[src/rtl/alu8f_pkg.sv]
// Shared types for the 8-bit ALU with flags: operation codes, flag set,
// input word and result word layouts. No dependencies.
package alu8f_pkg;

  // Operation selector carried on the input tuser
  typedef enum logic [4:0] {
    FN_ADD   = 5'd0,
    FN_ADC   = 5'd1,
    FN_SUB   = 5'd2,
    FN_SBC   = 5'd3,
    FN_AND   = 5'd4,
    FN_XOR   = 5'd5,
    FN_OR    = 5'd6,
    FN_CP    = 5'd7,
    FN_INC   = 5'd8,
    FN_DEC   = 5'd9,
    FN_RLC   = 5'd10,
    FN_RRC   = 5'd11,
    FN_RL    = 5'd12,
    FN_RR    = 5'd13,
    FN_SLA   = 5'd14,
    FN_SRA   = 5'd15,
    FN_SWAP  = 5'd16,
    FN_SRL   = 5'd17,
    FN_BIT   = 5'd18,
    FN_RES   = 5'd19,
    FN_SET   = 5'd20,
    FN_DAA   = 5'd21,
    FN_CPL   = 5'd22,
    FN_CCF   = 5'd23,
    FN_SCF   = 5'd24,
    FN_ADD16 = 5'd25,
    FN_ADDSP = 5'd26,
    FN_INC16 = 5'd27,
    FN_DEC16 = 5'd28
  } func_e;

  localparam int unsigned InDataW  = 64;
  localparam int unsigned OutDataW = 32;

  // Decimal adjust constants
  localparam logic [7:0] DaaLoAdj  = 8'h06;
  localparam logic [7:0] DaaHiAdj  = 8'h60;
  localparam logic [7:0] DaaHiLim  = 8'h99;
  localparam logic [3:0] DaaLoLim  = 4'd9;

  typedef struct packed {
    logic z;
    logic n;
    logic h;
    logic c;
  } flags_t;

  typedef struct packed {
    func_e              func;
    logic        [7:0]  acc_value;
    logic        [7:0]  operand;
    logic        [2:0]  bit_index;
    logic        [15:0] word_a;
    logic        [15:0] word_b;
    logic signed [7:0]  offset;
  } item_t;

  typedef struct packed {
    logic [7:0]  result_byte;
    logic [15:0] result_word;
    logic        write_back;
    flags_t      flags;
  } result_t;

endpackage

[src/rtl/eight_bit_alu_with_flags_unit.sv]
// Top level of the 8-bit ALU with flags: input register, flag register,
// result register and stream handshakes. Depends on alu8f_pkg, alu8f_core.
//
//  channel | dir | tdata                                         | tuser
//  s_axis  | in  | acc[7:0] opnd[15:8] bit[18:16] wa[34:19]      | func[4:0]
//          |     | wb[50:35] offset[58:51], pad to 64            |
//  m_axis  | out | byte[7:0] word[23:8] wb[24] z[25] n[26]       | -
//          |     | h[27] c[28], pad to 32                        |
//
// One word per cycle sustained while m_axis does not stall; a taken word
// passes through the input register, then the result register, before it
// is offered on m_axis.
// Flags are updated when a word moves from the input register into the
// result register, so the next word always sees the previous word's flags.
// Reset clears both valid bits and the flags.
// When m_axis stalls, one word waits in the result register and one more
// can be taken into the input register before s_axis_tready drops.
module eight_bit_alu_with_flags_unit import alu8f_pkg::*; (
  input  logic                clk_i,
  input  logic                rst_ni,
  input  logic                s_axis_tvalid,
  output logic                s_axis_tready,
  input  logic [InDataW-1:0]  s_axis_tdata,   // acc, operand, bit_index, word_a, word_b, offset
  input  logic [4:0]          s_axis_tuser,   // func
  output logic                m_axis_tvalid,
  input  logic                m_axis_tready,
  output logic [OutDataW-1:0] m_axis_tdata    // byte, word, write_back, z, n, h, c
);

  logic    in_valid_q;
  item_t   in_item_q, in_item_d;
  logic    out_valid_q;
  result_t out_res_q, core_res;
  flags_t  flags_q;
  logic    advance;
  logic    in_take;

  // Handshake
  assign advance       = in_valid_q & (~out_valid_q | m_axis_tready);
  assign s_axis_tready = ~in_valid_q | advance;
  assign in_take       = s_axis_tvalid & s_axis_tready;

  // Unpack input word
  assign in_item_d = '{func:      func_e'(s_axis_tuser),
                       acc_value: s_axis_tdata[7:0],
                       operand:   s_axis_tdata[15:8],
                       bit_index: s_axis_tdata[18:16],
                       word_a:    s_axis_tdata[34:19],
                       word_b:    s_axis_tdata[50:35],
                       offset:    s_axis_tdata[58:51]};

  // Input register
  always_ff @(posedge clk_i or negedge rst_ni) begin
    if (!rst_ni) begin
      in_valid_q <= 1'b0;
    end else if (s_axis_tready) begin
      in_valid_q <= s_axis_tvalid;
    end
  end

  always_ff @(posedge clk_i) begin
    if (in_take) begin
      in_item_q <= in_item_d;
    end
  end

  alu8f_core u_core (
    .item_i  (in_item_q),
    .flags_i (flags_q),
    .res_o   (core_res)
  );

  // Flag register and result valid
  always_ff @(posedge clk_i or negedge rst_ni) begin
    if (!rst_ni) begin
      flags_q     <= '0;
      out_valid_q <= 1'b0;
    end else begin
      if (advance) begin
        flags_q <= core_res.flags;
      end
      if (advance) begin
        out_valid_q <= 1'b1;
      end else if (m_axis_tready) begin
        out_valid_q <= 1'b0;
      end
    end
  end

  // Result payload
  always_ff @(posedge clk_i) begin
    if (advance) begin
      out_res_q <= core_res;
    end
  end

  assign m_axis_tvalid = out_valid_q;
  assign m_axis_tdata  = {3'd0, out_res_q.flags.c, out_res_q.flags.h, out_res_q.flags.n,
                          out_res_q.flags.z, out_res_q.write_back,
                          out_res_q.result_word, out_res_q.result_byte};

  // Checks
  a_flags_hold: assert property (@(posedge clk_i) disable iff (!rst_ni)
    !advance |=> $stable(flags_q))
    else $error("flags changed without a word advancing");

  a_out_flags_match: assert property (@(posedge clk_i) disable iff (!rst_ni)
    out_valid_q |-> (out_res_q.flags == flags_q))
    else $error("result flags differ from kept flags");

  a_ready_low_full: assert property (@(posedge clk_i) disable iff (!rst_ni)
    !s_axis_tready |-> (in_valid_q && out_valid_q && !m_axis_tready))
    else $error("input stalled while pipeline has room");

  a_word_no_wb: assert property (@(posedge clk_i) disable iff (!rst_ni)
    (out_valid_q && out_res_q.result_word != 16'h0000) |-> !out_res_q.write_back)
    else $error("word result marked for byte write-back");

endmodule

[src/rtl/alu8f_core.sv]
// Combinational datapath of the 8-bit ALU: one operation on one word.
// Depends on alu8f_pkg.
module alu8f_core import alu8f_pkg::*; (
  input  item_t   item_i,
  input  flags_t  flags_i,
  output result_t res_o
);

  logic [7:0]  a, v;
  logic        ci_add, ci_sub;
  logic [8:0]  add_sum;
  logic [4:0]  add_half;
  logic [8:0]  sub_diff;
  logic [4:0]  sub_half;
  logic [7:0]  inc_r, dec_r;
  logic [7:0]  bit_mask;
  logic        daa_lo, daa_hi;
  logic [7:0]  daa_adj, daa_r;
  logic [16:0] w_sum;
  logic [12:0] w_half;
  logic [15:0] sp_sum;
  logic [4:0]  sp_half;
  logic [8:0]  sp_low;
  logic [7:0]  r;
  logic [15:0] w;
  logic        wr;
  flags_t      f;

  assign a = item_i.acc_value;
  assign v = item_i.operand;

  // 8-bit add / subtract with nibble carry
  assign ci_add   = (item_i.func == FN_ADC) & flags_i.c;
  assign ci_sub   = (item_i.func == FN_SBC) & flags_i.c;
  assign add_sum  = {1'b0, a} + {1'b0, v} + {8'd0, ci_add};
  assign add_half = {1'b0, a[3:0]} + {1'b0, v[3:0]} + {4'd0, ci_add};
  assign sub_diff = {1'b0, a} - {1'b0, v} - {8'd0, ci_sub};
  assign sub_half = {1'b0, a[3:0]} - {1'b0, v[3:0]} - {4'd0, ci_sub};
  assign inc_r    = v + 8'd1;
  assign dec_r    = v - 8'd1;
  assign bit_mask = 8'd1 << item_i.bit_index;

  // Decimal adjust: correction depends on the last op's N/H/C
  always_comb begin
    if (!flags_i.n) begin
      daa_lo = flags_i.h | (a[3:0] > DaaLoLim);
      daa_hi = flags_i.c | (a > DaaHiLim);
    end else begin
      daa_lo = flags_i.h;
      daa_hi = flags_i.c;
    end
    daa_adj = (daa_lo ? DaaLoAdj : 8'h00) | (daa_hi ? DaaHiAdj : 8'h00);
    daa_r   = flags_i.n ? (a - daa_adj) : (a + daa_adj);
  end

  // 16-bit adds
  assign w_sum   = {1'b0, item_i.word_a} + {1'b0, item_i.word_b};
  assign w_half  = {1'b0, item_i.word_a[11:0]} + {1'b0, item_i.word_b[11:0]};
  assign sp_sum  = item_i.word_a + {{8{item_i.offset[7]}}, item_i.offset};
  assign sp_half = {1'b0, item_i.word_a[3:0]} + {1'b0, item_i.offset[3:0]};
  assign sp_low  = {1'b0, item_i.word_a[7:0]} + {1'b0, item_i.offset};

  // Result and flag select
  always_comb begin
    r  = 8'h00;
    w  = 16'h0000;
    wr = 1'b1;
    f  = flags_i;
    case (item_i.func)
      FN_ADD, FN_ADC: begin
        r = add_sum[7:0];
        f = '{z: (add_sum[7:0] == 8'h00), n: 1'b0, h: add_half[4], c: add_sum[8]};
      end
      FN_SUB, FN_SBC, FN_CP: begin
        r = sub_diff[7:0];
        f = '{z: (sub_diff[7:0] == 8'h00), n: 1'b1, h: sub_half[4], c: sub_diff[8]};
        if (item_i.func == FN_CP) begin
          r  = a;
          wr = 1'b0;
        end
      end
      FN_AND: begin
        r = a & v;
        f = '{z: ((a & v) == 8'h00), n: 1'b0, h: 1'b1, c: 1'b0};
      end
      FN_XOR: begin
        r = a ^ v;
        f = '{z: ((a ^ v) == 8'h00), n: 1'b0, h: 1'b0, c: 1'b0};
      end
      FN_OR: begin
        r = a | v;
        f = '{z: ((a | v) == 8'h00), n: 1'b0, h: 1'b0, c: 1'b0};
      end
      FN_INC: begin
        r = inc_r;
        f = '{z: (inc_r == 8'h00), n: 1'b0, h: (v[3:0] == 4'hF), c: flags_i.c};
      end
      FN_DEC: begin
        r = dec_r;
        f = '{z: (dec_r == 8'h00), n: 1'b1, h: (v[3:0] == 4'h0), c: flags_i.c};
      end
      FN_RLC: begin
        r = {v[6:0], v[7]};
        f = '{z: (v == 8'h00), n: 1'b0, h: 1'b0, c: v[7]};
      end
      FN_RRC: begin
        r = {v[0], v[7:1]};
        f = '{z: (v == 8'h00), n: 1'b0, h: 1'b0, c: v[0]};
      end
      FN_RL: begin
        r = {v[6:0], flags_i.c};
        f = '{z: ({v[6:0], flags_i.c} == 8'h00), n: 1'b0, h: 1'b0, c: v[7]};
      end
      FN_RR: begin
        r = {flags_i.c, v[7:1]};
        f = '{z: ({flags_i.c, v[7:1]} == 8'h00), n: 1'b0, h: 1'b0, c: v[0]};
      end
      FN_SLA: begin
        r = {v[6:0], 1'b0};
        f = '{z: (v[6:0] == 7'd0), n: 1'b0, h: 1'b0, c: v[7]};
      end
      FN_SRA: begin
        r = {v[7], v[7:1]};
        f = '{z: (v[7:1] == 7'd0), n: 1'b0, h: 1'b0, c: v[0]};
      end
      FN_SWAP: begin
        r = {v[3:0], v[7:4]};
        f = '{z: (v == 8'h00), n: 1'b0, h: 1'b0, c: 1'b0};
      end
      FN_SRL: begin
        r = {1'b0, v[7:1]};
        f = '{z: (v[7:1] == 7'd0), n: 1'b0, h: 1'b0, c: v[0]};
      end
      FN_BIT: begin
        r  = v;
        wr = 1'b0;
        f  = '{z: ((v & bit_mask) == 8'h00), n: 1'b0, h: 1'b1, c: flags_i.c};
      end
      FN_RES: r = v & ~bit_mask;
      FN_SET: r = v | bit_mask;
      FN_DAA: begin
        r = daa_r;
        f = '{z: (daa_r == 8'h00), n: flags_i.n, h: 1'b0,
              c: flags_i.c | (~flags_i.n & daa_hi)};
      end
      FN_CPL: begin
        r = ~a;
        f = '{z: flags_i.z, n: 1'b1, h: 1'b1, c: flags_i.c};
      end
      FN_CCF: begin
        r  = a;
        wr = 1'b0;
        f  = '{z: flags_i.z, n: 1'b0, h: 1'b0, c: ~flags_i.c};
      end
      FN_SCF: begin
        r  = a;
        wr = 1'b0;
        f  = '{z: flags_i.z, n: 1'b0, h: 1'b0, c: 1'b1};
      end
      FN_ADD16: begin
        w  = w_sum[15:0];
        wr = 1'b0;
        f  = '{z: flags_i.z, n: 1'b0, h: w_half[12], c: w_sum[16]};
      end
      FN_ADDSP: begin
        w  = sp_sum;
        wr = 1'b0;
        f  = '{z: 1'b0, n: 1'b0, h: sp_half[4], c: sp_low[8]};
      end
      FN_INC16: begin
        w  = item_i.word_a + 16'd1;
        wr = 1'b0;
      end
      FN_DEC16: begin
        w  = item_i.word_a - 16'd1;
        wr = 1'b0;
      end
      default: wr = 1'b0; // unassigned codes: no-op
    endcase
  end

  assign res_o = '{result_byte: r, result_word: w, write_back: wr, flags: f};

endmodule
[config.mk]
export PLATFORM = sky130hd
export DESIGN_NAME = eight_bit_alu_with_flags_unit
export DESIGN_NICKNAME = d
export VERILOG_FILES = /design/src/rtl/alu8f_pkg.sv /design/src/rtl/eight_bit_alu_with_flags_unit.sv /design/src/rtl/alu8f_core.sv
export SDC_FILE = /design/constraint.sdc
export NUM_CORES = 1
export LEC_CHECK = 0
export BUFFER_PORTS_ARGS = -buffer_cell sky130_fd_sc_hd__buf_2
export CAP_MARGIN = 10
export CELL_PAD_IN_SITES_DETAIL_PLACEMENT = 1
export CELL_PAD_IN_SITES_GLOBAL_PLACEMENT = 2
export CORE_AREA = 2 2 122 183
export CTS_CLUSTER_DIAMETER = 100
export DETAILED_ROUTE_END_ITERATION = 12
export DIE_AREA = 0 0 124 185
export GPL_TIMING_DRIVEN = 0
export PLACE_DENSITY = 0.83
export SYNTH_ARGS = -nofsm -noshare
export SYNTH_HDL_FRONTEND = slang
export SYNTH_SLANG_ARGS = --single-unit
[constraint.sdc]
create_clock -name clk_i -period 12.05 [get_ports clk_i]
set_clock_uncertainty 0.15 [all_clocks]
set_input_delay 1.8075 -clock clk_i [delete_from_list [all_inputs] [get_ports clk_i]]
set_output_delay 1.8075 -clock clk_i [all_outputs]
set_load 0.05 [all_outputs]
# After elaboration in Yosys (flattened, before gate mapping)
# Cells that the tools add are included.
# word_totals
register_bits,99
input_bits,73
out_inout_bits,34
wordCells,129
# op_classes
add_sub_neg,19
order_cmp,2
n_eq_ne,29
shifts,1
n_mux,13
bitwise_logic,23
n_reduce_logical,22
# ops
op,n
one-hot mux 8 bit (21 select lines),1
zero test 8 bit,12
one-hot mux 4 bit (21 select lines),1
"equality test 5 bit, second input constant",13
one-hot mux 16 bit (4 select lines),1
"equality test 5 x 4 -> 1 bit, second input constant",8
bitwise AND 8 bit,3
OR 8 bit,3
"equality test 5 x 3 -> 1 bit, second input constant",4
OR reduction 19 bit,1
adder 8 x 8 -> 9 bit,2
adder 16 x 16 -> 17 bit,1
"adder 16 x 1 -> 16 bit, second input constant",1
adder 16 bit,1
two-way mux 8 bit,2
NOT 8 bit,2
"subtractor 16 x 1 -> 16 bit, second input constant",1
zero test 7 bit,2
adder 12 x 12 -> 13 bit,1
adder 4 x 4 -> 5 bit,2
"equality test 5 x 2 -> 1 bit, second input constant",2
adder 9 x 1 -> 9 bit,1
subtractor 8 x 8 -> 9 bit,1
subtractor 9 x 1 -> 9 bit,1
other kinds (25),42

# Depth between registers and ports, before layout
# Gate-level depths: netlist of run 1.
# depth
depth_word,9
depth_mapped,18
mapped_depth_nobuf,15

# Modules after synthesis
# Synthesis of run 1 repeated with hierarchy kept, for this count alone.
# hier_totals
hier_cells,902
area_unflattened_um2,8328.0
# by_module_without_submodules
module,instances,cells_per_inst,area_each_um2,seq_area_each_um2
alu8f_core,1,788,5242.5,0.0
eight_bit_alu_with_flags_unit,1,114,3085.5,2942.8

# Worst setup path before layout of run 1
# Ideal clock, no wire load.
# synth_path
path_type,input -> register
startpoint,in m_axis_tready
endpoint,"reg in_item_q[0] (netlist bit), enable pin"
setup_time_ns,0.429
arrival_ns,3.853
t_required_ns,11.471
path_slack_ns,7.618
stages,2
path_buffers,0
cell_sequence,nand3b_1 -> and2_1
# synth_via
elab_chain_len,4
# synth_lines
item,line,text
"start, declared",eight_bit_alu_with_flags_unit.sv:26,"input logic m_axis_tready,"
OR 1 bit,eight_bit_alu_with_flags_unit.sv:39,assign advance = in_valid_q & (~out_valid_q | m_axis_tready);
bitwise AND 1 bit,eight_bit_alu_with_flags_unit.sv:39,
OR 1 bit,eight_bit_alu_with_flags_unit.sv:40,assign s_axis_tready = ~in_valid_q | advance;
bitwise AND 1 bit,eight_bit_alu_with_flags_unit.sv:41,assign in_take = s_axis_tvalid & s_axis_tready;
via in_take,eight_bit_alu_with_flags_unit.sv:36,logic in_take;
"end signal, assigned",eight_bit_alu_with_flags_unit.sv:63,in_item_q <= in_item_d;
"end, declared",eight_bit_alu_with_flags_unit.sv:31,"item_t in_item_q, in_item_d;"
# The timed path passes the listed nets, and every way through them passes these cells.
# A chain may end at the register's enable or synchronous reset.

==> results of run 1 <==
per-layer routing:
| metal | part of all wire | vias to the layer above | GRT usage |
|---|---|---|---|
| li1 | - | 3555 | - |
| met1 | 0.35 | 3665 | 0.261 |
| met2 | 0.54 | 208 | 0.494 |
| met3 | 0.030 | 100 | 0.0351 |
| met4 | 0.075 | 0 | 0.181 |
| met5 | 0 | - | 0 |
cell usage after synthesis (6+ instances only):
cell       number
nand4_1        12
a22oi_1         9
fa_1            6
xor2_1         29
nor4_1          8
mux2i_1         7
a31oi_1        11
a2111oi_0       7
edfxtp_1       93
o22ai_1        18
buf_2          11
a21oi_1        63
dfrtp_1         6
inv_1          42
nor3_1         19
o21a_1         10
nand2_1        74
ha_1           84
o21ai_0        49
a211oi_1        7
a221oi_1        6
nand3_1        28
buf_4           7
a21o_1         13
nand2b_1       14
and3_1          6
nand3b_1       10
clkbuf_1       15
xnor2_1        27
nor2_1         67
nor2b_1        16
cells by family (layout without fill, tap and decap cells):
logic type | after synthesis | count (layout)
AOI/OAI and AO/OA | 255 | 255
xor gates and xnor gates | 56 | 56
adders and majority gates | 90 | 90
buffers and inverters | 84 | 198
DFF | 99 | 99
muxes | 9 | 9
other | 1 | 3
and+or+nand+nor | 296 | 296
path summary, 6_finish.rpt:
| check | cells after the start | from | end | slack (ns) |
|---|---|---|---|---|
| max reg2reg | 14 | in_item_q[63]$_DFFE_PP_ | m_axis_tdata[27]$_DFFE_PP_ | 7.16 |
| max | 14 | in_item_q[63]$_DFFE_PP_ | m_axis_tdata[27]$_DFFE_PP_ | 7.16 |
| min in group asynchronous | 1 | rst_ni | flags_q[2]$_DFFE_PN0P_ | 1.11 |
| min | 1 | in_valid_q$_DFFE_PN0N_ | m_axis_tvalid$_DFFE_PN0P_ | 0.36 |
| min reg2reg | 1 | in_valid_q$_DFFE_PN0N_ | m_axis_tvalid$_DFFE_PN0P_ | 0.36 |
| max in group asynchronous | 1 | rst_ni | flags_q[1]$_DFFE_PN0P_ | 10.48 |
area by class of cell:
type	instances	area, um2	share of cell area
flip-flops and latches	99	2940	0.311
well taps	272	340	0.0360
plain buffers	41	233	0.0246
clock buffers	11	233	0.0246
multi-input cells	709	5030	0.532
clock inverters	5	30.0	0.00317
repair buffers	98	490	0.0519
inverters	43	161	0.0171
stage by stage:
stage               cell area, um2  std cells  utilization  worst slack, ns  hold slack, ns
floorplan                     8360        892            -             7.62           0.307
global placement              9190       1262        0.428             7.22           0.325
detailed placement            9200       1262        0.428             7.27           0.357
CTS                           9460       1278        0.441             7.24           0.369
global route                  9460       1278        0.441             6.95           0.386
finish                        9460       1278        0.441             7.16           0.361
critical path: stages (launching register included):
cell       delay [ns]
edfxtp_1         0.36
buf_4            0.18
buf_2            0.20
buf_2            0.21
nor3_2           0.68
nand3_1          0.19
fa_1             0.46
fa_1             0.47
o21ai_0          0.30
nor2b_1          0.28
xnor2_1          0.19
nor2_1           0.07
a2111oi_0        0.53
o211ai_1         0.23
o21a_1           0.16
power by group:
group | switching (mW) | internal (mW)
Combinational | 0.260 | 0.147
Clock | 0.139 | 0.139
Sequential | 0.0233 | 0.411
Total | 0.422 | 0.698
registers in the layout, indices dropped and copies added, names as in the netlist:
register       cells
m_axis_tdata      29
in_item_q         64
flags_q            4
m_axis_tvalid      1
in_valid_q         1
==> results by group, run 1 <==
Clock network
  – H-tree depth: 3
  – Clock sinks: 99
  – Worst-path clk slew: 0.07 ns
  – Number of buffers added for setup after CTS: 0
  – CTS Buf Count: 9
  – Hold-fix buffers, CTS: 0
  – CTS Buffer Depth: 2
  – CTS root buffer: clkbuf_16
  – CTS tree: done
  – # resized after CTS: 0
  – Worst skew pair latency: 0.37 ns

Logic synthesis
  – Synth warn: 0
  – Area fraction in compound gates after synthesis: 0.205
  – Mapped Area: 8360 um2
  – Distinct cells, synth: 87
  – Synth Flop Type: edfxtp_1
  – Xor-xnor portion of the synthesized cell area: 0.0587
  – Simple-gate share of the synthesized area: 0.186
  – Cell count after synthesis: 890
  – Area contributors post-synth: edfxtp_1 33%, ha_1 13%, a21oi_1 3.8%
  – Mux cell area share after synthesis: 0.0111
  – Seq cells post-synth: 99
  – Synthesized area per cell: 9.39 um2
  – Synth Area in Adders: 0.140
  – Asr flop ratio synth: 0.0606
  – Top cell type's share of synthesized area: 0.334
  – Largest family of logic cells by synthesized area: compound AO/OA/AOI/OAI gates
  – Leading area contributor after synthesis: edfxtp_1
  – Sequential share of the synthesized area: 0.352
  – Post-synth EDFFs: 93

Worst setup path
  – Setup crit start kind: flop
  – Crit path required time: 12.02 ns
  – Max FO, Critical Path: 10
  – Worst path arrival time: 4.86 ns
  – CP Capture Type: flop
  – Worst Setup Path Type: flop to flop

Global routing
  – Vias in the first global route: 8,038
  – Antenna violations before repair: 0
  – Global-route wire length before repair: 44,600 um
  – Total gr overflow: 0
  – GRT Util Overall: 0.263
  – Largest net degree at the start of global routing: 65

Power
  – Worst VDD drop: 70.9 uV
  – Leak Pwr: 3.80 nW
  – Tot Pwr: 1.12 mW
  – Pwr dens: 118 nW/um2

Routing
  – Total Routed Length: 29,000 um
  – Drt pass-1 iters: 5
  – DRC violation count after routing: 0
  – Wire length per cell: 22.7 um
  – Routed via count: 7,528
  – Antenna-violating nets left: 0
  – Starting DRC count in detailed routing: 424
  – Vias per cell: 5.89

STA
  – Rel. slew slack: 0.123
  – Slew Limit Fails: 0
  – Setup total negative slack: 0 ns
  – Unrepaired setup endpoints after global routing: no
  – Final worst path period share: 0.406
  – Setup violations, final: 0
  – Final min period: 4.89 ns
  – Final hold violation count: 0
  – Worst Tran Pin Value: 1.28 ns
  – Fmax: 204 MHz

Layout
  – Diode count: 0
  – Nets@finish: 1,164
  – Fill count: 2,555
  – Area grow syn2layout: 13.2%
  – Most frequent cells in the layout: 109 x buf_2, 93 x edfxtp_1, 84 x ha_1
  – Ratio of cells with drive above 1 in the final layout: 0.160
  – Commonest non-fill, non-tap cell in the layout: buf_2

Die
  – Row Count: 66
  – Die span in x: 124 um
  – Core Area: 21,500 um2
  – Die Ht: 185 um
  – I/O Pins: 107
  – Initial Util: 0.389
  – Die area: 22,900 um2

Place
  – Global placer's final weighted congestion: 0.946
  – # port buffers: 98
  – Dpl hpwl: 22,900 um

Run
  – Maxcap violations: 0

Status
  – Run status: complete, no violations

Worst hold path
  – HP Class: flop to flop
No activity file was read; power rests on OpenSTA's default activity.
==> run 2: changes to the inputs <==
Settings changed: CORE_AREA 2 2 122 183 to 2 2 131 197, DIE_AREA 0 0 124 185 to 0 0 133 199, PLACE_DENSITY 0.83 to 0.76.
Clock period 12.05 ns to 4 ns, I/O delays scaled along.
==> results by group, run 2 (same netlist as run 1, synthesis figures left out) <==
Status
  – Run status: complete, no violations

Clock network
  – CTS Buf Count: 9 (unchanged)
  – Worst skew pair latency: 0.38 ns (about the same)
  – Clock sinks: 99 (unchanged)
  – CTS Buffer Depth: 2 (unchanged)
  – H-tree depth: 3 (unchanged)
  – Worst-path clk slew: 0.07 ns (about the same)
  – CTS root buffer: clkbuf_16
  – CTS tree: done

Die
  – Die Ht: 199 um (+7.6%)
  – Row Count: 71 (+7.6%)
  – Initial Util: 0.337 (-0.0520)
  – Die span in x: 133 um (+7.3%)
  – I/O Pins: 107 (unchanged)
  – Core Area: 24,800 um2 (+15%)
  – Die area: 26,500 um2 (+15%)

Layout
  – Footprint of the multi-input gates: 5160 um2 (+2.6%)
  – Area grow syn2layout: 17.4%
  – Nets@finish: 1,177 (+1.1%)
  – Max reg flops: 64 (unchanged)
  – Fill count: 2,882 (+13%)
  – Most flops, register: in_item_q
  – Commonest non-fill, non-tap cell in the layout: buf_2
  – Register Area: 2940 um2 (unchanged)
  – Final Util: 0.396 (-0.0446)
  – Most frequent cells in the layout: 107 x buf_2, 93 x edfxtp_1, 84 x ha_1
  – Diode count: 0 (unchanged)
  – Ratio of cells with drive above 1 in the final layout: 0.198 (+0.0382)

Global routing
  – Vias in the first global route: 8,277 (+3.0%)
  – Total gr overflow: 0 (unchanged)
  – Global-route wire length before repair: 46,400 um (+4.1%)
  – GRT Util Overall: 0.234 (-0.0295)
  – Largest net degree at the start of global routing: 65 (unchanged)
  – Antenna violations before repair: 0 (unchanged)

Power
  – Pwr dens: 351 nW/um2 (+200%)
  – Leak Pwr: 3.91 nW (+3.0%)
  – Worst VDD drop: 302 uV (+330%)

Worst setup path
  – Worst path cell trace: buf_6, nand2b_2, nor3_4, nand3_2, fa_2, ha_1, xor2_1, a22oi_1, o32ai_1, a2111oi_1, nand4_1
  – Crit path required time: 3.91 ns (-8.11 ns)
  – Max FO, Critical Path: 10 (unchanged)
  – CP Capture Type: flop
  – Critical path's slowest cell: a2111oi_1
  – CP startpoint: in_item_q[61]$_DFFE_PP_
  – Worst path arrival time: 3.90 ns (-0.96 ns)
  – Worst Setup Path Type: flop to flop
  – Crit-path max cell delay: 0.69 ns (about the same)
  – Setup crit start kind: flop
  – Reg-to-Reg Start: in_item_q[61]$_DFFE_PP_

Routing
  – Antenna-violating nets left: 0 (unchanged)
  – Total Routed Length: 30,100 um (+3.8%)
  – Vias per cell: 5.61 (-4.8%)
  – Starting DRC count in detailed routing: 331 (-22%)
  – Wire length per cell: 22.3 um (-1.5%)
  – Drt pass-1 iters: 5 (unchanged)
  – Routed via count: 7,554 (+0.35%)
  – DRC violation count after routing: 0 (unchanged)

Worst hold path
  – HP Class: input pin to flop
  – HP Start: s_axis_tdata[35]

STA
  – Final hold violation count: 0 (unchanged)
  – Worst Tran Pin Value: 1.17 ns (-0.112 ns)
  – Fmax: 251 MHz (+23%)
  – Slew Limit Fails: 0 (unchanged)
  – Setup violations, final: 0 (unchanged)
  – Setup total negative slack: 0 ns (unchanged)
  – Final min period: 3.98 ns (-0.909 ns)
  – Final worst path period share: 0.995 (+0.590)
  – Worst Setup Slack, final: 0.0183 ns (-7.14 ns)
  – Rel. slew slack: 0.218 (+0.0948)

Place
  – Dpl hpwl: 24,000 um (+5.0%)
  – # port buffers: 98 (unchanged)
  – Place WS: -0.750 ns (-8.02 ns)
  – Global placer's final weighted congestion: 0.927 (-2.1%)

Run
  – Maxcap violations: 0 (unchanged)
run 2: changes by cell type in the layout (fill, tap and decap cells not counted), sizes merged:
cell	before	now
dlygate4sd3	0	1
buf	123	134
inv	43	45
clkinvlp	3	2
run 2: area by class of cell:
cell class	instances	area share
Buffer	39	0.0263
Clock buffer	10	0.0233
Clock inverter	6	0.00497
Inverter	43	0.0164
Multi-Input combinational cell	709	0.526
Sequential cell	99	0.300
Tap cell	328	0.0418
Timing Repair Buffer	113	0.0615
run 2: worst max-delay path, delay by kind of cell (launching register included):
kind	cells	cell delay (ns)
buffers and inverters	1	0.18
xor gates and xnor gates	1	0.19
adders and majority gates	2	0.85
DFF	1	0.41
AOI/OAI and AO/OA	3	1.00
and+or+nand+nor	4	0.89
run 2: worst paths after layout:
kind | end | slack [ns] | depth (start not counted)
hold / removal | in_item_q[8]$_DFFE_PP_ | 0.24 | 1
hold reg to reg | m_axis_tvalid$_DFFE_PN0P_ | 0.35 | 1
max in group asynchronous | flags_q[2]$_DFFE_PN0P_ | 3.13 | 2
setup reg to reg | m_axis_tdata[0]$_DFFE_PP_ | 0.02 | 11
setup / recovery | m_axis_tdata[0]$_DFFE_PP_ | 0.02 | 11
min in group asynchronous | flags_q[1]$_DFFE_PN0P_ | 0.42 | 2
run 2: per-stage QoR:
step                      hold WS, ns  cells  power [mW]  cell area (um2)
final                           0.242   1347        3.44             9810
after global routing            0.227   1347        3.65             9810
after CTS                       0.225   1341        3.46             9680
after detailed placement        0.288   1319        2.57             9270
after global placement          0.286   1318        2.55             9260
after floorplan                 0.154    892        2.20             8360
run 2: repair_timing:
| action | 4_1_cts | 5_1_grt |
|---|---|---|
| gates cloned | 0 | 0 |
| gates resized for setup | 25 | 22 |
| buffers inserted | 6 | 7 |
| setup endpoints to repair | 23 | 16 |
| endpoints found under the hold margin | 6 | 0 |
| pin swaps | 5 | 11 |
| hold buffers | 1 | 0 |
run 2: routing by layer:
layer	global-route usage	part of all wire	vias up	routed length, um
li1	-	-	3588	-
met1	0.225	0.35	3711	10600
met2	0.456	0.56	171	16800
met3	0.0311	0.025	84	759
met4	0.161	0.066	0	2000
met5	0	0	-	0
run 2: report_power, final:
part | internal [mW] | leakage, nW | switching [mW]
registers | 1.24 | 0.974 | 0.0685
logic | 0.472 | 2.81 | 0.813
clock network | 0.428 | 0.131 | 0.419
total | 2.14 | 3.91 | 1.30
